File: config.mk
export PLATFORM = sky130hd
export DESIGN_NAME = shutter_subsample_generator
export DESIGN_NICKNAME = d
export VERILOG_FILES = /design/src/rtl/ssg_pkg.sv /design/src/rtl/ssg_regs.sv /design/src/rtl/ssg_ctrl.sv /design/src/rtl/ssg_dp.sv /design/src/rtl/shutter_subsample_generator.sv
export SDC_FILE = /design/constraint.sdc
export NUM_CORES = 2
export LEC_CHECK = 0
export CAP_MARGIN = 20
export CORE_MARGIN = 2
export CORE_UTILIZATION = 40
export CTS_CLUSTER_SIZE = 14
export DETAILED_ROUTE_END_ITERATION = 8
export DONT_BUFFER_PORTS = 1
export PLACE_DENSITY = 0.55
export REMOVE_ABC_BUFFERS = 1
export SLEW_MARGIN = 40
export SYNTH_ARGS = -nofsm -noshare
export SYNTH_HDL_FRONTEND = slang
export SYNTH_SLANG_ARGS = --single-unit
File: constraint.sdc
create_clock -name clk -period 47.4 [get_ports clk]
set_clock_uncertainty 0.2 [all_clocks]
set_input_delay 7.11 -clock clk [delete_from_list [all_inputs] [get_ports clk]]
set_output_delay 7.11 -clock clk [all_outputs]
set_load 0.01 [all_outputs]
File: src/rtl/ssg_pkg.sv
// Shared types and constants for the shutter sub-sample generator.
// Used by ssg_regs, ssg_ctrl, ssg_dp and the top level; depends on nothing.
`default_nettype none

package ssg_pkg;

  localparam int CFG_IDX_W = 3;
  localparam int TIME_W    = 48;
  localparam int WEIGHT_W  = 17;
  localparam int INDEX_W   = 6;
  localparam int COUNT_W   = 7;
  localparam int SEED_W    = 64;
  localparam int EXP_W     = 32;
  localparam int PHASE_W   = 32;
  localparam int JIT_W     = 30;
  localparam int JIT_LSB   = 33;
  localparam int DEN_W     = COUNT_W + JIT_W;
  localparam int BOX_NUM_W = 17;

  localparam logic [CFG_IDX_W-1:0] REG_ENABLE   = 3'd0;
  localparam logic [CFG_IDX_W-1:0] REG_COUNT    = 3'd1;
  localparam logic [CFG_IDX_W-1:0] REG_PATTERN  = 3'd2;
  localparam logic [CFG_IDX_W-1:0] REG_FILTER   = 3'd3;
  localparam logic [CFG_IDX_W-1:0] REG_SEED     = 3'd4;
  localparam logic [CFG_IDX_W-1:0] REG_EXPOSURE = 3'd5;
  localparam logic [CFG_IDX_W-1:0] REG_PHASE    = 3'd6;

  localparam logic [1:0] PAT_UNIFORM = 2'd0;
  localparam logic [1:0] PAT_STRAT   = 2'd1;
  localparam logic [1:0] PAT_HALTON  = 2'd2;

  localparam logic [1:0] FILT_BOX   = 2'd0;
  localparam logic [1:0] FILT_TRI   = 2'd1;
  localparam logic [1:0] FILT_GAUSS = 2'd2;

  localparam logic [SEED_W-1:0] LCG_MUL = 64'd6364136223846793005;
  localparam logic [SEED_W-1:0] LCG_ADD = 64'd1442695040888963407;

  localparam logic [WEIGHT_W-1:0] WEIGHT_ONE = 17'h10000;
  localparam logic [WEIGHT_W-1:0] HALF_Q16   = 17'h08000;

  localparam logic [TIME_W-1:0] TIME_MAX = 48'h7FFF_FFFF_FFFF;
  localparam logic [TIME_W-1:0] TIME_MIN = 48'h8000_0000_0000;

  // round(65536 * exp(-2 * (k/32)^2)), k = 0..32
  localparam logic [WEIGHT_W-1:0] GAUSS_TAB [33] = '{
    17'd65536, 17'd65408, 17'd65026, 17'd64394, 17'd63520, 17'd62413, 17'd61086,
    17'd59555, 17'd57835, 17'd55947, 17'd53908, 17'd51742, 17'd49469, 17'd47112,
    17'd44692, 17'd42231, 17'd39750, 17'd37268, 17'd34806, 17'd32379, 17'd30005,
    17'd27696, 17'd25465, 17'd23322, 17'd21276, 17'd19335, 17'd17502, 17'd15780,
    17'd14173, 17'd12680, 17'd11300, 17'd10031, 17'd8869
  };

  typedef struct packed {
    logic                      enable;
    logic [COUNT_W-1:0]        sample_count;
    logic [1:0]                pattern_mode;
    logic [1:0]                filter_mode;
    logic [SEED_W-1:0]         lcg_seed;
    logic [EXP_W-1:0]          exposure_len;
    logic signed [PHASE_W-1:0] phase_offset;
    logic [COUNT_W-1:0]        n_eff;
    logic                      single;
  } cfg_t;

  typedef enum logic [1:0] {
    DIV_BOX,
    DIV_UNI,
    DIV_STRAT
  } div_mode_t;

  typedef enum logic [1:0] {
    LCG_P0,
    LCG_P1,
    LCG_P2,
    LCG_P3
  } lcg_phase_t;

  typedef enum logic [3:0] {
    S_IDLE,
    S_SINGLE,
    S_BOX,
    S_BOXW,
    S_START,
    S_L0,
    S_L1,
    S_L2,
    S_L3,
    S_DIVS,
    S_DIVW,
    S_OFS,
    S_MUL,
    S_RND,
    S_EMIT
  } state_t;

  typedef struct packed {
    logic       frame_load;
    logic       div_load;
    div_mode_t  div_mode;
    logic       lcg_go;
    lcg_phase_t lcg_phase;
    logic       box_store;
    logic       ofs_load;
    logic       mul_load;
    logic       rnd_load;
    logic       out_single;
    logic       out_sample;
    logic       idx_inc;
  } cmd_t;

  typedef struct packed {
    logic div_busy;
    logic out_free;
    logic last;
  } status_t;

endpackage

`default_nettype wire

File: src/rtl/ssg_regs.sv
// Configuration register file with derived sample count and single-sample flag.
// Depends on ssg_pkg.
`default_nettype none

module ssg_regs
  import ssg_pkg::*;
#(
  parameter int MAX_SAMPLES = 64
) (
  input  logic                 clk,
  input  logic                 rst,
  input  logic                 cfg_valid,
  output logic                 cfg_ready,
  input  logic [CFG_IDX_W-1:0] cfg_index,
  input  logic [SEED_W-1:0]    cfg_data,
  output cfg_t                 cfg
);

  logic                enable;
  logic [COUNT_W-1:0]  sample_count;
  logic [1:0]          pattern_mode;
  logic [1:0]          filter_mode;
  logic [SEED_W-1:0]   lcg_seed;
  logic [EXP_W-1:0]    exposure_len;
  logic [PHASE_W-1:0]  phase_offset;

  localparam logic [COUNT_W-1:0] N_MAX = COUNT_W'(MAX_SAMPLES);

  assign cfg_ready = 1'b1;

  always_ff @(posedge clk) begin
    if (rst) begin
      enable       <= 1'b0;
      sample_count <= 7'd8;
      pattern_mode <= PAT_UNIFORM;
      filter_mode  <= FILT_BOX;
      lcg_seed     <= '0;
      exposure_len <= 32'h0080_0000;
      phase_offset <= 32'hFFC0_0000;
    end else if (cfg_valid) begin
      unique case (cfg_index)
        REG_ENABLE:   enable       <= cfg_data[0];
        REG_COUNT:    sample_count <= cfg_data[COUNT_W-1:0];
        REG_PATTERN:  pattern_mode <= cfg_data[1:0];
        REG_FILTER:   filter_mode  <= cfg_data[1:0];
        REG_SEED:     lcg_seed     <= cfg_data;
        REG_EXPOSURE: exposure_len <= cfg_data[EXP_W-1:0];
        REG_PHASE:    phase_offset <= cfg_data[PHASE_W-1:0];
        default: ;
      endcase
    end
  end

  always_comb begin
    cfg.enable       = enable;
    cfg.sample_count = sample_count;
    cfg.pattern_mode = pattern_mode;
    cfg.filter_mode  = filter_mode;
    cfg.lcg_seed     = lcg_seed;
    cfg.exposure_len = exposure_len;
    cfg.phase_offset = phase_offset;
    cfg.n_eff        = (sample_count > N_MAX) ? N_MAX : sample_count;
    cfg.single       = !enable || (sample_count <= 7'd1);
  end

endmodule

`default_nettype wire

File: src/rtl/ssg_ctrl.sv
// Sequencer: walks each frame through the LCG, divide, offset, multiply, round and emit steps its mode uses.
// Depends on ssg_pkg; drives ssg_dp through cmd_t and reads status_t.
`default_nettype none

module ssg_ctrl
  import ssg_pkg::*;
(
  input  logic    clk,
  input  logic    rst,
  input  cfg_t    cfg,
  input  logic    in_valid,
  output logic    in_ready,
  input  status_t stat,
  output cmd_t    cmd
);

  state_t state;
  state_t state_next;
  logic   box_filter;

  assign box_filter = (cfg.filter_mode != FILT_TRI) && (cfg.filter_mode != FILT_GAUSS);
  assign in_ready   = (state == S_IDLE);

  always_ff @(posedge clk) begin
    if (rst) begin
      state <= S_IDLE;
    end else begin
      state <= state_next;
    end
  end

  always_comb begin
    state_next   = state;
    cmd          = '0;
    cmd.div_mode = DIV_UNI;
    cmd.lcg_phase = LCG_P0;
    unique case (state)
      S_IDLE: begin
        if (in_valid) begin
          cmd.frame_load = 1'b1;
          if (cfg.single) state_next = S_SINGLE;
          else if (box_filter) state_next = S_BOX;
          else state_next = S_START;
        end
      end
      S_SINGLE: begin
        if (stat.out_free) begin
          cmd.out_single = 1'b1;
          state_next     = S_IDLE;
        end
      end
      S_BOX: begin
        cmd.div_load = 1'b1;
        cmd.div_mode = DIV_BOX;
        state_next   = S_BOXW;
      end
      S_BOXW: begin
        if (!stat.div_busy) begin
          cmd.box_store = 1'b1;
          state_next    = S_START;
        end
      end
      S_START: begin
        if (cfg.pattern_mode == PAT_STRAT) begin
          state_next = S_L0;
        end else if (cfg.pattern_mode == PAT_HALTON) begin
          state_next = S_OFS;
        end else begin
          cmd.div_load = 1'b1;
          cmd.div_mode = DIV_UNI;
          state_next   = S_DIVW;
        end
      end
      S_L0: begin
        cmd.lcg_go    = 1'b1;
        cmd.lcg_phase = LCG_P0;
        state_next    = S_L1;
      end
      S_L1: begin
        cmd.lcg_go    = 1'b1;
        cmd.lcg_phase = LCG_P1;
        state_next    = S_L2;
      end
      S_L2: begin
        cmd.lcg_go    = 1'b1;
        cmd.lcg_phase = LCG_P2;
        state_next    = S_L3;
      end
      S_L3: begin
        cmd.lcg_go    = 1'b1;
        cmd.lcg_phase = LCG_P3;
        state_next    = S_DIVS;
      end
      S_DIVS: begin
        cmd.div_load = 1'b1;
        cmd.div_mode = DIV_STRAT;
        state_next   = S_DIVW;
      end
      S_DIVW: begin
        if (!stat.div_busy) state_next = S_OFS;
      end
      S_OFS: begin
        cmd.ofs_load = 1'b1;
        state_next   = S_MUL;
      end
      S_MUL: begin
        cmd.mul_load = 1'b1;
        state_next   = S_RND;
      end
      S_RND: begin
        cmd.rnd_load = 1'b1;
        state_next   = S_EMIT;
      end
      S_EMIT: begin
        if (stat.out_free) begin
          cmd.out_sample = 1'b1;
          if (stat.last) begin
            state_next = S_IDLE;
          end else begin
            cmd.idx_inc = 1'b1;
            state_next  = S_START;
          end
        end
      end
      default: state_next = S_IDLE;
    endcase
  end

endmodule

`default_nettype wire

File: src/rtl/ssg_dp.sv
// Datapath: LCG, shared restoring divider, Halton mirror, weights, time sum, output word.
// Depends on ssg_pkg; controlled by ssg_ctrl through cmd_t.
`default_nettype none

module ssg_dp
  import ssg_pkg::*;
#(
  parameter int MAX_SAMPLES = 64,
  parameter int FRAC_BITS   = 16
) (
  input  logic                clk,
  input  logic                rst,
  input  cfg_t                cfg,
  input  cmd_t                cmd,
  output status_t             stat,
  input  logic [TIME_W-1:0]   frame_time,
  output logic                out_valid,
  input  logic                out_ready,
  output logic [TIME_W-1:0]   sample_time,
  output logic [WEIGHT_W-1:0] weight,
  output logic [INDEX_W-1:0]  sample_index,
  output logic                last
);

  localparam int IW  = $clog2(MAX_SAMPLES);
  localparam int OW  = FRAC_BITS + 1;
  localparam int PW  = OW + EXP_W;
  localparam int DLW = PW + 1 - (FRAC_BITS + 8);
  localparam int QW  = (OW > BOX_NUM_W + 1) ? OW : BOX_NUM_W + 1;
  localparam int RW  = DEN_W + 1;
  localparam int CW  = $clog2(QW + 1);
  localparam int SUM_W = TIME_W + 2;

  localparam logic [OW-1:0] ONE_F = {1'b1, {FRAC_BITS{1'b0}}};
  localparam logic [PW:0]   ROUND = {{PW{1'b0}}, 1'b1} << (FRAC_BITS + 7);

  logic [IW-1:0]      idx;
  logic [TIME_W-1:0]  frame_q;
  logic [TIME_W:0]    base;
  logic [SEED_W-1:0]  lcg;
  logic [SEED_W-1:0]  lcg_prod;
  logic [SEED_W-1:0]  lcg_acc;
  logic [DEN_W-1:0]   div_rem;
  logic [DEN_W-1:0]   div_den;
  logic [QW-1:0]      div_quo;
  logic [BOX_NUM_W-1:0] div_bits;
  logic [CW-1:0]      div_cnt;
  logic               div_first;
  logic [WEIGHT_W-1:0] box_w;
  logic [OW-1:0]      ofs;
  logic [PW-1:0]      prod;
  logic [WEIGHT_W-1:0] wgt;
  logic [DLW-1:0]     delta;

  // LCG multiply, one 32x32 partial product in each of phases P0 to P2
  logic [31:0]        mul_a;
  logic [31:0]        mul_b;
  logic [63:0]        mul_p;

  assign mul_a = (cmd.lcg_phase == LCG_P1) ? lcg[63:32] : lcg[31:0];
  assign mul_b = (cmd.lcg_phase == LCG_P2) ? LCG_MUL[63:32] : LCG_MUL[31:0];
  assign mul_p = mul_a * mul_b;

  // divider operands
  logic [DEN_W-1:0]     idx_ext;
  logic [DEN_W-1:0]     n_ext;
  logic [DEN_W-1:0]     strat_num;
  logic [DEN_W-1:0]     strat_den;
  logic [DEN_W-1:0]     uni_num;
  logic [DEN_W-1:0]     uni_den;
  logic [BOX_NUM_W-1:0] box_num;

  assign idx_ext   = DEN_W'(idx);
  assign n_ext     = DEN_W'(cfg.n_eff);
  assign strat_num = (idx_ext << JIT_W) - idx_ext + DEN_W'(lcg[JIT_LSB +: JIT_W]);
  assign strat_den = (n_ext << JIT_W) - n_ext;
  assign uni_num   = DEN_W'({idx, 1'b1});
  assign uni_den   = DEN_W'({cfg.n_eff, 1'b0});
  assign box_num   = WEIGHT_ONE + BOX_NUM_W'(cfg.n_eff[COUNT_W-1:1]);

  logic [RW-1:0]    div_cur;
  logic [RW-1:0]    div_diff;
  logic             div_ge;

  assign div_cur  = div_first ? {1'b0, div_rem} : {div_rem, div_bits[BOX_NUM_W-1]};
  assign div_diff = div_cur - {1'b0, div_den};
  assign div_ge   = (div_cur >= {1'b0, div_den});

  always_ff @(posedge clk) begin
    if (rst) begin
      div_cnt <= '0;
    end else if (cmd.div_load) begin
      div_cnt <= (cmd.div_mode == DIV_BOX) ? CW'(BOX_NUM_W + 1) : CW'(FRAC_BITS + 1);
    end else if (div_cnt != '0) begin
      div_cnt <= div_cnt - CW'(1);
    end
  end

  always_ff @(posedge clk) begin
    if (cmd.div_load) begin
      div_first <= 1'b1;
      div_quo   <= '0;
      case (cmd.div_mode)
        DIV_BOX: begin
          div_rem  <= '0;
          div_den  <= n_ext;
          div_bits <= box_num;
        end
        DIV_STRAT: begin
          div_rem  <= strat_num;
          div_den  <= strat_den;
          div_bits <= '0;
        end
        default: begin
          div_rem  <= uni_num;
          div_den  <= uni_den;
          div_bits <= '0;
        end
      endcase
    end else if (div_cnt != '0) begin
      div_first <= 1'b0;
      div_rem   <= div_ge ? div_diff[DEN_W-1:0] : div_cur[DEN_W-1:0];
      div_quo   <= {div_quo[QW-2:0], div_ge};
      if (!div_first) div_bits <= {div_bits[BOX_NUM_W-2:0], 1'b0};
    end
  end

  // LCG state
  always_ff @(posedge clk) begin
    if (cmd.frame_load) begin
      lcg <= cfg.lcg_seed;
    end else if (cmd.lcg_go) begin
      case (cmd.lcg_phase)
        LCG_P0: lcg_prod <= mul_p;
        LCG_P1: begin
          lcg_acc  <= lcg_prod + LCG_ADD;
          lcg_prod <= mul_p;
        end
        LCG_P2: begin
          lcg_acc[63:32] <= lcg_acc[63:32] + lcg_prod[31:0];
          lcg_prod       <= mul_p;
        end
        default: lcg <= {lcg_acc[63:32] + lcg_prod[31:0], lcg_acc[31:0]};
      endcase
    end
  end

  // Halton base 2: bits of i+1 mirrored about the binary point
  logic [COUNT_W-1:0] hal_v;
  logic [OW-1:0]      halton;

  assign hal_v = COUNT_W'(idx) + COUNT_W'(1);

  always_comb begin
    halton = '0;
    for (int p = 0; p < COUNT_W; p++) begin
      halton[FRAC_BITS-1-p] = hal_v[p];
    end
  end

  // filter weight from the offset
  logic [OW-1:0]       t_cl;
  logic [OW+15:0]      t_wide;
  logic [WEIGHT_W-1:0] t16;
  logic [WEIGHT_W-1:0] d_half;
  logic [WEIGHT_W-1:0] d17;
  logic [5:0]          g_lo;
  logic [5:0]          g_hi;
  logic [10:0]         g_frac;
  logic [WEIGHT_W-1:0] g_a;
  logic [WEIGHT_W-1:0] g_b;
  logic [WEIGHT_W-1:0] g_diff;
  logic [27:0]         g_mul;
  logic [27:0]         g_rnd;
  logic [WEIGHT_W-1:0] g_w;
  logic [WEIGHT_W-1:0] weight_c;

  always_comb begin
    if (cfg.exposure_len == '0) t_cl = '0;
    else if (ofs > ONE_F) t_cl = ONE_F;
    else t_cl = ofs;
    t_wide = {t_cl, 16'b0} >> FRAC_BITS;
    t16    = t_wide[WEIGHT_W-1:0];
    d_half = (t16 >= HALF_Q16) ? (t16 - HALF_Q16) : (HALF_Q16 - t16);
    d17    = {d_half[15:0], 1'b0};
    g_lo   = {1'b0, d17[15:11]};
    g_hi   = g_lo + 6'd1;
    g_frac = d17[10:0];
    g_a    = GAUSS_TAB[g_lo];
    g_b    = GAUSS_TAB[g_hi];
    g_diff = g_a - g_b;
    g_mul  = g_diff * g_frac;
    g_rnd  = g_mul + 28'd1024;
    g_w    = d17[16] ? GAUSS_TAB[32] : (g_a - g_rnd[27:11]);
    case (cfg.filter_mode)
      FILT_TRI:   weight_c = WEIGHT_ONE - d17;
      FILT_GAUSS: weight_c = g_w;
      default:    weight_c = box_w;
    endcase
  end

  // per-frame and per-sample registers
  logic [PW:0] rnd_sum;
  assign rnd_sum = {1'b0, prod} + ROUND;

  always_ff @(posedge clk) begin
    if (rst) begin
      idx <= '0;
    end else if (cmd.frame_load) begin
      idx <= '0;
    end else if (cmd.idx_inc) begin
      idx <= idx + IW'(1);
    end
  end

  always_ff @(posedge clk) begin
    if (cmd.frame_load) begin
      frame_q <= frame_time;
      base    <= {frame_time[TIME_W-1], frame_time}
               + {{(TIME_W + 1 - 24){cfg.phase_offset[PHASE_W-1]}}, cfg.phase_offset[31:8]};
    end
    if (cmd.box_store) box_w <= div_quo[WEIGHT_W-1:0];
    if (cmd.ofs_load) ofs <= (cfg.pattern_mode == PAT_HALTON) ? halton : div_quo[OW-1:0];
    if (cmd.mul_load) begin
      prod <= ofs * cfg.exposure_len;
      wgt  <= weight_c;
    end
    if (cmd.rnd_load) delta <= rnd_sum[PW:FRAC_BITS+8];
  end

  // sum and saturate
  logic [SUM_W-1:0]  t_sum;
  logic [TIME_W-1:0] t_sat;
  logic              last_c;

  assign t_sum  = {base[TIME_W], base} + {{(SUM_W - DLW){1'b0}}, delta};
  assign last_c = (COUNT_W'(idx) + COUNT_W'(1)) == cfg.n_eff;

  always_comb begin
    if (t_sum[SUM_W-1:TIME_W-1] == 3'b000 || t_sum[SUM_W-1:TIME_W-1] == 3'b111) begin
      t_sat = t_sum[TIME_W-1:0];
    end else if (t_sum[SUM_W-1]) begin
      t_sat = TIME_MIN;
    end else begin
      t_sat = TIME_MAX;
    end
  end

  // output word
  always_ff @(posedge clk) begin
    if (rst) begin
      out_valid <= 1'b0;
    end else if (cmd.out_single || cmd.out_sample) begin
      out_valid <= 1'b1;
    end else if (out_ready) begin
      out_valid <= 1'b0;
    end
  end

  always_ff @(posedge clk) begin
    if (cmd.out_single) begin
      sample_time  <= frame_q;
      weight       <= WEIGHT_ONE;
      sample_index <= '0;
      last         <= 1'b1;
    end else if (cmd.out_sample) begin
      sample_time  <= t_sat;
      weight       <= wgt;
      sample_index <= INDEX_W'(idx);
      last         <= last_c;
    end
  end

  assign stat.div_busy = (div_cnt != '0);
  assign stat.out_free = !out_valid || out_ready;
  assign stat.last     = last_c;

endmodule

`default_nettype wire

File: src/rtl/shutter_subsample_generator.sv
// Top level of the shutter sub-sample generator: config registers, sequencer, datapath.
// Depends on ssg_pkg, ssg_regs, ssg_ctrl and ssg_dp.
//
//   channel  direction  handshake             payload
//   in       sink       in_valid / in_ready   frame_time
//   out      source     out_valid / out_ready sample_time, weight, sample_index, last
//   cfg      sink       cfg_valid / cfg_ready cfg_index, cfg_data
//
// Sub-sample pacing is set by the bit-per-cycle restoring divider (uniform, stratified)
// and the four-phase 32x32 LCG multiply (stratified); Halton uses neither.
// Box filter adds a 1/n divide per frame; a single-sample frame goes straight to output.
// One frame is in work at a time; in_ready is high only between frames.
// A finished word waits in the output register; the sequencer stalls until it is taken.
// Synchronous reset clears the sequencer, counters and output valid, and sets config registers to defaults.
`default_nettype none

module shutter_subsample_generator
  import ssg_pkg::*;
#(
  parameter int MAX_SAMPLES = 64,
  parameter int FRAC_BITS   = 16
) (
  input  logic                 clk,
  input  logic                 rst,
  input  logic                 in_valid,
  output logic                 in_ready,
  input  logic [TIME_W-1:0]    frame_time,
  output logic                 out_valid,
  input  logic                 out_ready,
  output logic [TIME_W-1:0]    sample_time,
  output logic [WEIGHT_W-1:0]  weight,
  output logic [INDEX_W-1:0]   sample_index,
  output logic                 last,
  input  logic                 cfg_valid,
  output logic                 cfg_ready,
  input  logic [CFG_IDX_W-1:0] cfg_index,
  input  logic [SEED_W-1:0]    cfg_data
);

  cfg_t    cfg;
  cmd_t    cmd;
  status_t stat;

  ssg_regs #(
    .MAX_SAMPLES(MAX_SAMPLES)
  ) u_regs (
    .clk       (clk),
    .rst       (rst),
    .cfg_valid (cfg_valid),
    .cfg_ready (cfg_ready),
    .cfg_index (cfg_index),
    .cfg_data  (cfg_data),
    .cfg       (cfg)
  );

  ssg_ctrl u_ctrl (
    .clk      (clk),
    .rst      (rst),
    .cfg      (cfg),
    .in_valid (in_valid),
    .in_ready (in_ready),
    .stat     (stat),
    .cmd      (cmd)
  );

  ssg_dp #(
    .MAX_SAMPLES(MAX_SAMPLES),
    .FRAC_BITS  (FRAC_BITS)
  ) u_dp (
    .clk          (clk),
    .rst          (rst),
    .cfg          (cfg),
    .cmd          (cmd),
    .stat         (stat),
    .frame_time   (frame_time),
    .out_valid    (out_valid),
    .out_ready    (out_ready),
    .sample_time  (sample_time),
    .weight       (weight),
    .sample_index (sample_index),
    .last         (last)
  );

  a_mid_frame_busy: assert property (@(posedge clk) disable iff (rst)
    (out_valid && out_ready && !last) |-> !in_ready)
    else $error("frame accepted before its last word");

  a_no_overwrite: assert property (@(posedge clk) disable iff (rst)
    (cmd.out_single || cmd.out_sample) |-> (!out_valid || out_ready))
    else $error("output word overwritten");

  a_div_reload: assert property (@(posedge clk) disable iff (rst)
    cmd.div_load |-> !stat.div_busy)
    else $error("divider reloaded while busy");

  a_busy_after_accept: assert property (@(posedge clk) disable iff (rst)
    (in_valid && in_ready) |=> !in_ready)
    else $error("ready after frame accept");

endmodule

`default_nettype wire
==> impl_results.md <==
- Outcome: finished clean
- Wire per inst: 22.5 um
- Required time of the critical path: 47.62 ns
- Sequential-to-total area share from yosys stat: 0.232
- Cts hold-fix bufs: 0
- Pre-antenna DRT Iters: 6
- Worst Path Buf+Inv: 9
- Max-cap violations: 0
- # IOs: 195
- Share of layout cells above drive strength 1: 0.0499
- Multiplexer area fraction after synthesis: 0.0138
- Path depth of the worst reg2reg path: 61
- Cell area after synthesis: 83200 um^2
- Pins Over Slew Limit: 0
- FFs w/ async S/R, synth: 0
- Yosys reg bits: 705
- CTS tree: yes
- CP max stage cell: and3_1
- Initial Utilization: 0.402
- Crit path to: u_dp.wgt[16]
- Post-synthesis cell type count: 93
- Total core area: 207000 um^2
- CTS Sinks: 705
- Iter 0 DRT Violations: 4139
- Worst Setup End Kind: flop
- Worst Hold Class: reg -> reg
- PortBufs: 0
- R2R Path End: u_dp.wgt[16]
- Die Width: 460 um
- Tcrit/Tclk final: 0.387
- Vias per cell: 5.38
- Post-route DRC: 0
- Nets: 10700
- Synth Flop Type: edfxtp_1
- Tmin final: 18.35 ns
- # rows: 167
- Cts repair resizes: 0
- Cell depth of the worst setup path: 61
- XOR/XNOR Fraction of Synth Area: 0.0449
- Via count: 61400
- CTS Root Cell: clkbuf_16
- Number of synthesized flops with an enable pin: 515
- CP arrival: 18.56 ns
- Synth Area in Adders: 0.396
- Reg-to-reg slack, setup: 29.05 ns
- Least-Margin Pin Slew: 0.926 ns
- Endpoints failing setup: 0
- Slew headroom: 0.382
- Drt total wl: 257000 um
- Gate Count Post-Synth: 8778
- Synth Area in Compound Gates: 0.0997
- Worst-path clk slew: 0.06 ns
- CP startpoint: u_dp.ofs[3]
- Longest Clk Path Bufs: 3
- Die span in y: 460 um
- Antenna violations before repair: 13
- Final hold vios: 0
- Worst setup SP type: flop
- Clk Latency, worst-skew pair: 0.71 ns
- DP Area: 86400 um^2
- Synth-to-Final Area Change: 7.21%
- Crit Path Max Fanout: 41
- Worst path max stage delay: 0.72 ns
- Global-route wire length before repair: 391000 um
- Via count of the first global-routing pass: 63700
- Setup CP Type: reg -> reg
- Post-route cell area: 89200 um^2
- Fin util: 0.431
- Syn avg cell area: 9.48 um^2
- Most frequent standard cell in the layout excluding fill and tap cells: inv_1
- Hpwl dp: 207000 um
- Total negative slack: 0 ns
- Max Freq: 54.5 MHz
- H-tree depth reported by CTS: 3
- Final ANT Viol Nets: 0
- RSZ-0062 raised after global routing: false
- Total Die Area: 212000 um^2
- Setup repair bufs after CTS: 0
- Combinational family with the most area after synthesis: adder cells
- Commonest cells after routing, fill and taps aside: inv_1, nand2_1, fa_1, ha_1, nor2_1
- RePlAce Congestion: 0.927
- GRT Util Overall: 0.243
- Simple-gate area share of the yosys netlist: 0.138
- Hold path start: u_regs.lcg_seed[45]
- Top Family by Delay on Critical Path: compound AO/OA/AOI/OAI gates
- Synthesis Warnings: 0
- CTS Buf Count: 80
- Total grt overflow: 0
- Largest net degree at the start of global routing: 149
- RR Startpoint: u_dp.ofs[3]
[layout make-up]
class / count / area [um^2]
Timing Repair Buffer: 108 / 845
Antenna cell: 15 / 37.5
Inverter: 1321 / 4970
Tap cell: 2704 / 3380
Fill cell: 20100 / 118000
Sequential cell: 705 / 19300
Multi-Input combinational cell: 6417 / 58000
Clock buffer: 106 / 2270
Clock inverter: 42 / 500
[worst min-delay path by stage]
| stage | endpoint | depth (start not counted) |
|---|---|---|
| 2_1_floorplan | u_dp.box_w[16] | 0 |
| 3_5_place_dp | u_regs.lcg_seed[45] | 2 |
| 5_1_grt | u_regs.lcg_seed[17] | 2 |
| 6_report | u_regs.lcg_seed[45] | 2 |
| 4_1_cts | u_regs.lcg_seed[45] | 2 |
| 3_3_place_gp | u_regs.lcg_seed[45] | 2 |
[worst register-to-register path: cells and delay by family (launching register included)]
kind            cells  cell delay, ns
xor+xnor            2            0.48
buf+inv             9            2.01
mux                 2            0.29
flops               1            0.36
compound gates     26            6.64
simple gates       11            3.44
fa+ha+maj          11            4.68
[cells by family (layout without fill, tap and decap cells)]
family	count (synthesis)	count (layout)
DFF	705	705
adders and majority gates	1960	1960
other	2	47
AOI/OAI and AO/OA	1329	1329
muxes	108	108
xor gates and xnor gates	423	423
buffers and inverters	1686	1577
and+or+nand+nor	2565	2565
[through the flow]
stage / setup slack [ns] / hold WS, ns / cells
2_1_floorplan: 30.92 / 0.222 / 8443
3_3_place_gp: 29.84 / 0.243 / 11300
4_1_cts: 29.32 / 0.253 / 11400
5_1_grt: 27.71 / 0.277 / 11400
6_report: 29.05 / 0.256 / 11400
3_5_place_dp: 29.35 / 0.245 / 11300
[cell usage after synthesis (13+ instances only)]
| master | count | area [um^2] |
|---|---|---|
| and2_1 | 152 | 951 |
| inv_1 | 1318 | 4950 |
| nor4_1 | 27 | 169 |
| or2_2 | 55 | 344 |
| nor3_1 | 123 | 616 |
| clkbuf_1 | 322 | 1210 |
| xor2_1 | 167 | 1460 |
| o31ai_1 | 14 | 105 |
| mux2_2 | 47 | 529 |
| buf_1 | 36 | 135 |
| and3_1 | 43 | 269 |
| o21a_1 | 39 | 293 |
| o22a_1 | 45 | 394 |
| nand3_1 | 95 | 475 |
| o21ai_0 | 241 | 1210 |
| a31oi_1 | 41 | 257 |
| o211ai_1 | 26 | 195 |
| ha_1 | 840 | 10500 |
| o21bai_1 | 37 | 278 |
| edfxtp_1 | 515 | 15500 |
| a21o_1 | 129 | 968 |
| a211oi_1 | 38 | 285 |
| dfxtp_1 | 190 | 3800 |
| a221oi_1 | 23 | 201 |
| nand3b_1 | 22 | 165 |
| nand2b_1 | 67 | 419 |
| nor2_1 | 562 | 2110 |
| or3_1 | 36 | 225 |
| a21oi_1 | 504 | 2520 |
| xnor2_1 | 253 | 2220 |
| a21boi_0 | 23 | 173 |
| o22ai_1 | 33 | 206 |
| o311ai_0 | 13 | 114 |
| nand4_1 | 50 | 313 |
| fa_1 | 1120 | 22400 |
| nor2b_1 | 66 | 413 |
| nand2_1 | 1217 | 4570 |
| mux2i_1 | 60 | 601 |
[per-layer routing]
layer,wire length [um],track usage,up-vias,part of all wire
met1,106000,0.303,30900,0.41
met3,13300,0.0338,401,0.052
li1,-,-,28400,-
met2,126000,0.423,1645,0.49
met4,11000,0.0963,12,0.043
met5,84,0,-,0.00033
[state kept, by name (all words and copies together) (netlist names), 21 cells and up]
| name | flops |
|---|---|
| u_dp.frame_q | 48 |
| u_regs.phase_offset | 24 |
| u_dp.delta | 26 |
| u_dp.base | 49 |
| u_dp.lcg | 64 |
| u_dp.lcg_acc | 64 |
| u_dp.prod | 26 |
| u_dp.sample_time | 48 |
| u_dp.lcg_prod | 64 |
| u_regs.exposure_len | 32 |
| u_regs.lcg_seed | 64 |
| u_dp.div_den | 21 |
| u_dp.div_rem | 37 |
Power is left out: the tool's default activity adds up to more than one toggle a clock period on the data nets, which glitch-free logic cannot reach.
